[config.mk]
export PLATFORM = sky130hd
export DESIGN_NAME = qpps_ctrl
export DESIGN_NICKNAME = d
export VERILOG_FILES = /design/src/rtl/qpps_pkg.sv /design/src/rtl/qpps_ctrl.sv
export SDC_FILE = /design/constraint.sdc
export NUM_CORES = 1
export LEC_CHECK = 0
export BUFFER_PORTS_ARGS = -buffer_cell sky130_fd_sc_hd__buf_2
export CAP_MARGIN = 20
export CORE_MARGIN = 10
export CORE_UTILIZATION = 40
export DETAILED_ROUTE_END_ITERATION = 10
export HOLD_SLACK_MARGIN = 0.15
export PLACE_DENSITY = 0.6
export SLEW_MARGIN = 20
export SYNTH_ARGS = -nofsm -noshare
export SYNTH_HDL_FRONTEND = slang
export SYNTH_SLANG_ARGS = --single-unit
[constraint.sdc]
create_clock -name clk -period 1.7 [get_ports clk]
set_input_delay 0.34 -clock clk [delete_from_list [all_inputs] [get_ports clk]]
set_output_delay 0.34 -clock clk [all_outputs]
set_load 0.1 [all_outputs]
[src/rtl/qpps_pkg.sv]
// Shared types and constants for the polyline path sampler.
`timescale 1ns / 1ps
package qpps_pkg;

  localparam int POS_W   = 24;
  localparam int TIME_W  = 32;
  localparam int LEN_W   = 32;
  localparam int MIN_W   = 16;
  localparam int D2_W    = 50;  // squared distance, three squares of 25-bit differences of 24-bit positions
  localparam int QUO_W   = 25;  // quotient bits produced by the divider
  localparam int DVD_W   = 57;  // divider dividend width
  localparam int STEP_W  = 5;
  localparam logic [STEP_W-1:0] SQRT_LAST = 5'd24;
  localparam logic [STEP_W-1:0] DIV_LAST  = 5'd24;

  localparam logic [1:0] OP_START  = 2'd0;
  localparam logic [1:0] OP_APPEND = 2'd1;
  localparam logic [1:0] OP_SAMPLE = 2'd2;

  localparam logic CFG_DURATION = 1'b0;
  localparam logic CFG_MIN_SEG  = 1'b1;

  localparam logic [TIME_W-1:0] DURATION_RST = 32'd24000000;
  localparam logic [MIN_W-1:0]  MIN_SEG_RST  = 16'd1;

  localparam logic [1:0] AX_X = 2'd0;
  localparam logic [1:0] AX_Z = 2'd2;

  typedef logic [4:0] dp_op_t;

  localparam dp_op_t DP_NOP       = 5'd0;
  localparam dp_op_t DP_LATCH     = 5'd1;
  localparam dp_op_t DP_FIRST     = 5'd2;
  localparam dp_op_t DP_RD_LAST   = 5'd3;
  localparam dp_op_t DP_RD_FIRST  = 5'd4;
  localparam dp_op_t DP_SQ_X      = 5'd5;
  localparam dp_op_t DP_SQ_Y      = 5'd6;
  localparam dp_op_t DP_SQ_Z      = 5'd7;
  localparam dp_op_t DP_SQRT_INIT = 5'd8;
  localparam dp_op_t DP_SQRT_STEP = 5'd9;
  localparam dp_op_t DP_APPEND    = 5'd10;
  localparam dp_op_t DP_CMD_RD    = 5'd11;
  localparam dp_op_t DP_DIV_T     = 5'd12;
  localparam dp_op_t DP_DIV_STEP  = 5'd13;
  localparam dp_op_t DP_POW_INIT  = 5'd14;
  localparam dp_op_t DP_POW       = 5'd15;
  localparam dp_op_t DP_ACC10     = 5'd16;
  localparam dp_op_t DP_ACC15     = 5'd17;
  localparam dp_op_t DP_ACC6      = 5'd18;
  localparam dp_op_t DP_TARGET    = 5'd19;
  localparam dp_op_t DP_SRCH_INIT = 5'd20;
  localparam dp_op_t DP_SRCH_RD   = 5'd21;
  localparam dp_op_t DP_SRCH_CMP  = 5'd22;
  localparam dp_op_t DP_RD_K      = 5'd23;
  localparam dp_op_t DP_CAP_K     = 5'd24;
  localparam dp_op_t DP_CAP_J     = 5'd25;
  localparam dp_op_t DP_SEG       = 5'd26;
  localparam dp_op_t DP_CMD_J     = 5'd27;
  localparam dp_op_t DP_LERP_MUL  = 5'd28;
  localparam dp_op_t DP_LERP_OUT  = 5'd29;

  typedef struct packed {
    dp_op_t     op;
    logic [1:0] axis;
    logic       load_out;
  } dp_cmd_t;

  typedef struct packed {
    logic [1:0] op;
    logic       cnt_zero;
    logic       full;
    logic       fin;
    logic       ready;
    logic       d2_gt;
    logic       srch_more;
    logic       seg_zero;
  } dp_stat_t;

endpackage

[src/rtl/qpps_ctrl.sv]
// Controller: sequences the datapath through one word at a time.
`timescale 1ns / 1ps
module qpps_ctrl (
  input  logic                clk,
  input  logic                rst_n,
  input  logic                in_valid,
  output logic                in_ready,
  output logic                out_valid,
  input  logic                out_ready,
  input  qpps_pkg::dp_stat_t  stat,
  output qpps_pkg::dp_cmd_t   cmd
);
  import qpps_pkg::*;

  localparam logic [5:0] S_IDLE  = 6'd0;
  localparam logic [5:0] S_DISP  = 6'd1;
  localparam logic [5:0] S_FIRST = 6'd2;
  localparam logic [5:0] S_RDLA  = 6'd3;
  localparam logic [5:0] S_SQX   = 6'd4;
  localparam logic [5:0] S_SQY   = 6'd5;
  localparam logic [5:0] S_SQZ   = 6'd6;
  localparam logic [5:0] S_CMP   = 6'd7;
  localparam logic [5:0] S_SQI   = 6'd8;
  localparam logic [5:0] S_SQS   = 6'd9;
  localparam logic [5:0] S_APP   = 6'd10;
  localparam logic [5:0] S_RDLS  = 6'd11;
  localparam logic [5:0] S_RD0   = 6'd12;
  localparam logic [5:0] S_OUTRD = 6'd13;
  localparam logic [5:0] S_DIV0  = 6'd14;
  localparam logic [5:0] S_DIVT  = 6'd15;
  localparam logic [5:0] S_PINIT = 6'd16;
  localparam logic [5:0] S_P2    = 6'd17;
  localparam logic [5:0] S_P3    = 6'd18;
  localparam logic [5:0] S_A10   = 6'd19;
  localparam logic [5:0] S_P4    = 6'd20;
  localparam logic [5:0] S_A15   = 6'd21;
  localparam logic [5:0] S_P5    = 6'd22;
  localparam logic [5:0] S_A6    = 6'd23;
  localparam logic [5:0] S_TGT   = 6'd24;
  localparam logic [5:0] S_SRI   = 6'd25;
  localparam logic [5:0] S_SRCH  = 6'd26;
  localparam logic [5:0] S_SCMP  = 6'd27;
  localparam logic [5:0] S_CAPK  = 6'd28;
  localparam logic [5:0] S_CAPJ  = 6'd29;
  localparam logic [5:0] S_SEG   = 6'd30;
  localparam logic [5:0] S_SEGD  = 6'd31;
  localparam logic [5:0] S_CMDJ  = 6'd32;
  localparam logic [5:0] S_LMUL  = 6'd33;
  localparam logic [5:0] S_LDIV  = 6'd34;
  localparam logic [5:0] S_LOUT  = 6'd35;
  localparam logic [5:0] S_DONE  = 6'd36;

  logic [5:0]        state_r, state_nxt;
  logic [STEP_W-1:0] iter_r, iter_nxt;
  logic [1:0]        axis_r, axis_nxt;
  logic              out_valid_r, out_valid_nxt;

  assign in_ready  = (state_r == S_IDLE);
  assign out_valid = out_valid_r;

  always_comb begin
    state_nxt    = state_r;
    iter_nxt     = iter_r;
    axis_nxt     = axis_r;
    cmd.op       = DP_NOP;
    cmd.axis     = axis_r;
    cmd.load_out = 1'b0;
    out_valid_nxt = out_valid_r && !out_ready;
    case (state_r)
      S_IDLE: begin
        if (in_valid) begin
          cmd.op    = DP_LATCH;
          state_nxt = S_DISP;
        end
      end
      S_DISP: begin
        if (stat.op == OP_START || (stat.op == OP_APPEND && stat.cnt_zero)) begin
          state_nxt = S_FIRST;
        end else if (stat.op == OP_APPEND) begin
          state_nxt = stat.full ? S_DONE : S_RDLA;
        end else if (stat.op == OP_SAMPLE) begin
          if (!stat.ready) state_nxt = stat.cnt_zero ? S_DONE : S_RD0;
          else if (stat.fin) state_nxt = S_RDLS;
          else state_nxt = S_DIV0;
        end else begin
          state_nxt = S_DONE;
        end
      end
      S_FIRST: begin
        cmd.op    = DP_FIRST;
        state_nxt = S_DONE;
      end
      S_RDLA: begin
        cmd.op    = DP_RD_LAST;
        state_nxt = S_SQX;
      end
      S_SQX: begin
        cmd.op    = DP_SQ_X;
        state_nxt = S_SQY;
      end
      S_SQY: begin
        cmd.op    = DP_SQ_Y;
        state_nxt = S_SQZ;
      end
      S_SQZ: begin
        cmd.op    = DP_SQ_Z;
        state_nxt = S_CMP;
      end
      S_CMP: begin
        state_nxt = stat.d2_gt ? S_SQI : S_DONE;
      end
      S_SQI: begin
        cmd.op    = DP_SQRT_INIT;
        iter_nxt  = '0;
        state_nxt = S_SQS;
      end
      S_SQS: begin
        cmd.op   = DP_SQRT_STEP;
        iter_nxt = iter_r + STEP_W'(1);
        if (iter_r == SQRT_LAST) state_nxt = S_APP;
      end
      S_APP: begin
        cmd.op    = DP_APPEND;
        state_nxt = S_DONE;
      end
      S_RDLS: begin
        cmd.op    = DP_RD_LAST;
        state_nxt = S_OUTRD;
      end
      S_RD0: begin
        cmd.op    = DP_RD_FIRST;
        state_nxt = S_OUTRD;
      end
      S_OUTRD: begin
        cmd.op    = DP_CMD_RD;
        state_nxt = S_DONE;
      end
      S_DIV0: begin
        cmd.op    = DP_DIV_T;
        iter_nxt  = '0;
        state_nxt = S_DIVT;
      end
      S_DIVT: begin
        cmd.op   = DP_DIV_STEP;
        iter_nxt = iter_r + STEP_W'(1);
        if (iter_r == DIV_LAST) state_nxt = S_PINIT;
      end
      S_PINIT: begin
        cmd.op    = DP_POW_INIT;
        state_nxt = S_P2;
      end
      S_P2: begin
        cmd.op    = DP_POW;
        state_nxt = S_P3;
      end
      S_P3: begin
        cmd.op    = DP_POW;
        state_nxt = S_A10;
      end
      S_A10: begin
        cmd.op    = DP_ACC10;
        state_nxt = S_P4;
      end
      S_P4: begin
        cmd.op    = DP_POW;
        state_nxt = S_A15;
      end
      S_A15: begin
        cmd.op    = DP_ACC15;
        state_nxt = S_P5;
      end
      S_P5: begin
        cmd.op    = DP_POW;
        state_nxt = S_A6;
      end
      S_A6: begin
        cmd.op    = DP_ACC6;
        state_nxt = S_TGT;
      end
      S_TGT: begin
        cmd.op    = DP_TARGET;
        state_nxt = S_SRI;
      end
      S_SRI: begin
        cmd.op    = DP_SRCH_INIT;
        state_nxt = S_SRCH;
      end
      S_SRCH: begin
        if (stat.srch_more) begin
          cmd.op    = DP_SRCH_RD;
          state_nxt = S_SCMP;
        end else begin
          cmd.op    = DP_RD_K;
          state_nxt = S_CAPK;
        end
      end
      S_SCMP: begin
        cmd.op    = DP_SRCH_CMP;
        state_nxt = S_SRCH;
      end
      S_CAPK: begin
        cmd.op    = DP_CAP_K;
        state_nxt = S_CAPJ;
      end
      S_CAPJ: begin
        cmd.op    = DP_CAP_J;
        state_nxt = S_SEG;
      end
      S_SEG: begin
        cmd.op    = DP_SEG;
        state_nxt = S_SEGD;
      end
      S_SEGD: begin
        axis_nxt  = AX_X;
        state_nxt = stat.seg_zero ? S_CMDJ : S_LMUL;
      end
      S_CMDJ: begin
        cmd.op    = DP_CMD_J;
        state_nxt = S_DONE;
      end
      S_LMUL: begin
        cmd.op    = DP_LERP_MUL;
        iter_nxt  = '0;
        state_nxt = S_LDIV;
      end
      S_LDIV: begin
        cmd.op   = DP_DIV_STEP;
        iter_nxt = iter_r + STEP_W'(1);
        if (iter_r == DIV_LAST) state_nxt = S_LOUT;
      end
      S_LOUT: begin
        cmd.op = DP_LERP_OUT;
        if (axis_r == AX_Z) begin
          state_nxt = S_DONE;
        end else begin
          axis_nxt  = axis_r + 2'd1;
          state_nxt = S_LMUL;
        end
      end
      S_DONE: begin
        if (!out_valid_r || out_ready) begin
          cmd.load_out  = 1'b1;
          out_valid_nxt = 1'b1;
          state_nxt     = S_IDLE;
        end
      end
      default: begin
        state_nxt = S_IDLE;
      end
    endcase
  end

  always_ff @(posedge clk) begin
    if (!rst_n) begin
      state_r     <= S_IDLE;
      iter_r      <= '0;
      axis_r      <= AX_X;
      out_valid_r <= 1'b0;
    end else begin
      state_r     <= state_nxt;
      iter_r      <= iter_nxt;
      axis_r      <= axis_nxt;
      out_valid_r <= out_valid_nxt;
    end
  end

endmodule

==> results.md <==
* Worst skew pair latency at about 0.24 ns
* Die X-Extent at around 86 µm
* Area Overhead vs Synth at 76.4%
* Die height at ~86 µm
* Max_cap viols at 0
* Critical path arrival at roughly 1.8 ns
* Post-Synth Simple-Gate Area at 0.327
* RSZ-0062 raised after global routing: true
* Worst setup margin at -0.439 ns
* Initial DRC count at approximately 160
* Peak supply drop at approximately 1.1 mV
* Post-route cell area at between 3000 and 4000 µm²
* Core box area at 4090 µm²
* Inserted Diodes at 0
* Fill cells at 278
* Slowest stage delay, CP at around 0.36 ns
* Leak Pwr at roughly 1.2 nW
* Post-synth ARST share at 0
* Slew Viols, Final at 0
* Required @ worst endpoint at around 1.4 ns
* Post-synthesis register bit count at 14
* Hold Fails Final Rpt at 0
* Vias in the first global route at between 2000 and 2500
* Syn Nets at roughly 240
* Kind of critical path: reg2out
* Starting Density at 0.424
* Multi-input gate area at between 1500 and 2000 µm²
* Pwr/cell area at 1640 nW/µm²
* Wirelength, routed at slightly below 7000 µm
* Final TNS setup at -3.12 ns
* CTS HTree Levels at 1
* Top Usage Layer GRT: met2
* Total grt overflow at 0
* Clk_skew at 0.00366 ns
* Pin count of the biggest net entering global routing at 23
* Clock Root Buffer: clkbuf_8
* Final Critical Period at about 2.1 ns
* Register area share after synthesis at 0.162
* Total CTS buffers at 3
* Final setup violation count at 17
* Largest family of logic cells by synthesized area: compound AO/OA/AOI/OAI gates
* Synth Instances at 221
* Startpoint types: flop
* Maximum clock frequency at between 400 and 500 MHz
* Met1 Use GR at 0.215
* Cell Chain, Critical Path: or2_1, o22a_1, a32o_2, a221o_4, buf_12
* Xor/xnor cell area share of the yosys netlist at 0.0202
* Row count at 23
* Met2 Usage GRT at 0.281
* Via density at roughly 6.0
* DP Area at ~2400 µm²
* Syn_area_per_cell at 7.84 µm²
* Drt first pass iters at 5
* Hold buffers post-CTS at 0
* Yosys synthesis warning count at 0
* Register area at between 300 and 400 µm²
* Final nets at 336
* Tot GR Track Use at 0.171
* Violated checks: negative setup slack
* Routed WL per cell at between 15 and 20 µm
* Period utilization at 1.26
* Antenna violations before repair at 0
* Post-synthesis mux area share at 0.00650
* Run status: finished with violations
* CTS tree: built
* DRT antenna net count at 0
* Ys flop type: dfxtp_1
* EDFF count, synth at 0
* Layout cells sized above 1 at 0.589
* Synth Area in Compound Gates at 0.355
* Least-Margin Pin Slew at slightly below 0.5 ns
* Slew margin rel. at 0.675
* Worst slack at placement at -0.285 ns
* Synth cell types at 73
* PortBufs at 22
* CP max FO at 4
* Clk slew on worst S/H paths at ~0.060 ns
* Placer Congestion at 0.935
* Crit. End Element: output port
* Global-route wire length before repair at about 11000 µm
* Post-synthesis cell area at between 1500 and 2000 µm²
* Top Ports at 23
* Via count at between 2000 and 2500
* Die area at 7360 µm²
* M3 GR Usage at 0.0350
* Clock Tree Buf Depth at 2
* Synth Area in Adders at 0.0217
* Residual DRC at 0
* Critical path's slowest cell: dfxtp_4
* Clk sinks at 14
* DP Wirelength at approximately 4300 µm
* HP Class: in2reg
==> final timing paths <==
path	startpoint	to	slack, ns	cells past startpoint
hold / removal	rst_n	state_r[1]	0.41	2
setup / recovery	state_r[3]	cmd[3]	-0.44	5
setup reg to reg	state_r[2]	state_r[5]	-0.17	8
hold reg to reg	iter_r[4]	iter_r[4]	0.50	1
==> cells in the mapped netlist, types with 4 or more instances <==
master | count | share of area
buf_4 | 4 | 0.017
and4b_1 | 4 | 0.023
nor4_1 | 4 | 0.014
nor3_1 | 6 | 0.017
nand2_1 | 10 | 0.022
nand4_1 | 4 | 0.014
o21ai_0 | 17 | 0.049
a21oi_1 | 15 | 0.043
nor2b_1 | 16 | 0.058
nor2_1 | 12 | 0.026
buf_2 | 10 | 0.029
nand3_1 | 8 | 0.023
nand2b_1 | 6 | 0.022
dfxtp_1 | 14 | 0.16
inv_1 | 5 | 0.011
a31oi_1 | 5 | 0.018
==> power by group <==
part / switching (mW) / internal [mW]
Clock: 0.116 / 0.166
Combinational: 2.26 / 1.97
Sequential: 0.0948 / 0.393
==> area by class of cell <==
| type | count | share of cell area |
|---|---|---|
| tap | 50 | 0.0205 |
| sequential | 14 | 0.101 |
| inverter | 9 | 0.0123 |
| timing repair buffer | 114 | 0.332 |
| multi-input combinational | 178 | 0.519 |
| clock buffer | 4 | 0.0147 |
==> kinds of logic (layout without fill, tap and decap cells) <==
| group | Yosys count | after routing |
|---|---|---|
| AO/OA/AOI/OAI | 80 | 80 |
| XOR/XNOR | 4 | 4 |
| adder cells (fa/ha/maj) | 3 | 3 |
| AND/OR/NAND/NOR | 90 | 90 |
| multiplexers | 1 | 1 |
| buffers and inverters | 29 | 127 |
| flip-flops | 14 | 14 |
==> per-layer routing <==
metal  part of all wire  routed length (µm)
met2               0.49                3320
met4              0.030                 204
met3              0.071                 479
met1               0.41                2760
met5                  0                   0
==> registers in the layout (all words and copies together) (netlist names) <==
register / cells
out_valid: 1
iter_r: 5
axis_r: 2
state_r: 6
==> worst max-delay path: cells and delay by family (launching register included) <==
family	cells	cell delay [ns]
compound gates	3	0.78
buf+inv	1	0.17
simple gates	1	0.24
flops	1	0.36
==> per-stage QoR <==
step,hold WS [ns],std cells,total power [mW],utilization
2_1_floorplan,0.458,221,2.71,-
3_3_place_gp,0.480,336,3.80,0.596
3_5_place_dp,0.492,336,3.82,0.596
4_1_cts,0.387,362,4.73,0.705
5_1_grt,0.403,369,5.24,0.748
6_report,0.412,369,5.00,0.748
==> layout by cell type (no fill, tap or decap), drive strengths merged, types with 3 or more instances in the layout <==
cell type,instances
a2111oi,3
a211oi,3
a21oi,15
a31oi,5
and4b,4
buf,113
clkbuf,5
dfxtp,14
ha,3
inv,7
nand2,11
nand2b,6
nand3,8
nand4,4
nor2,12
nor2b,16
nor3,7
nor4,5
o211ai,3
o21ai,19
o22ai,3
o31ai,3
or3,3
xor2,3
==> what timing repair did <==
action,4_1_cts,5_1_grt
gates cloned,0,1
setup buffers,27,6
setup endpoints to repair,20,20
resized for setup,56,26
endpoints found under the hold margin,0,0
pin swaps,32,16
No activity file was read; power rests on OpenSTA's default activity.
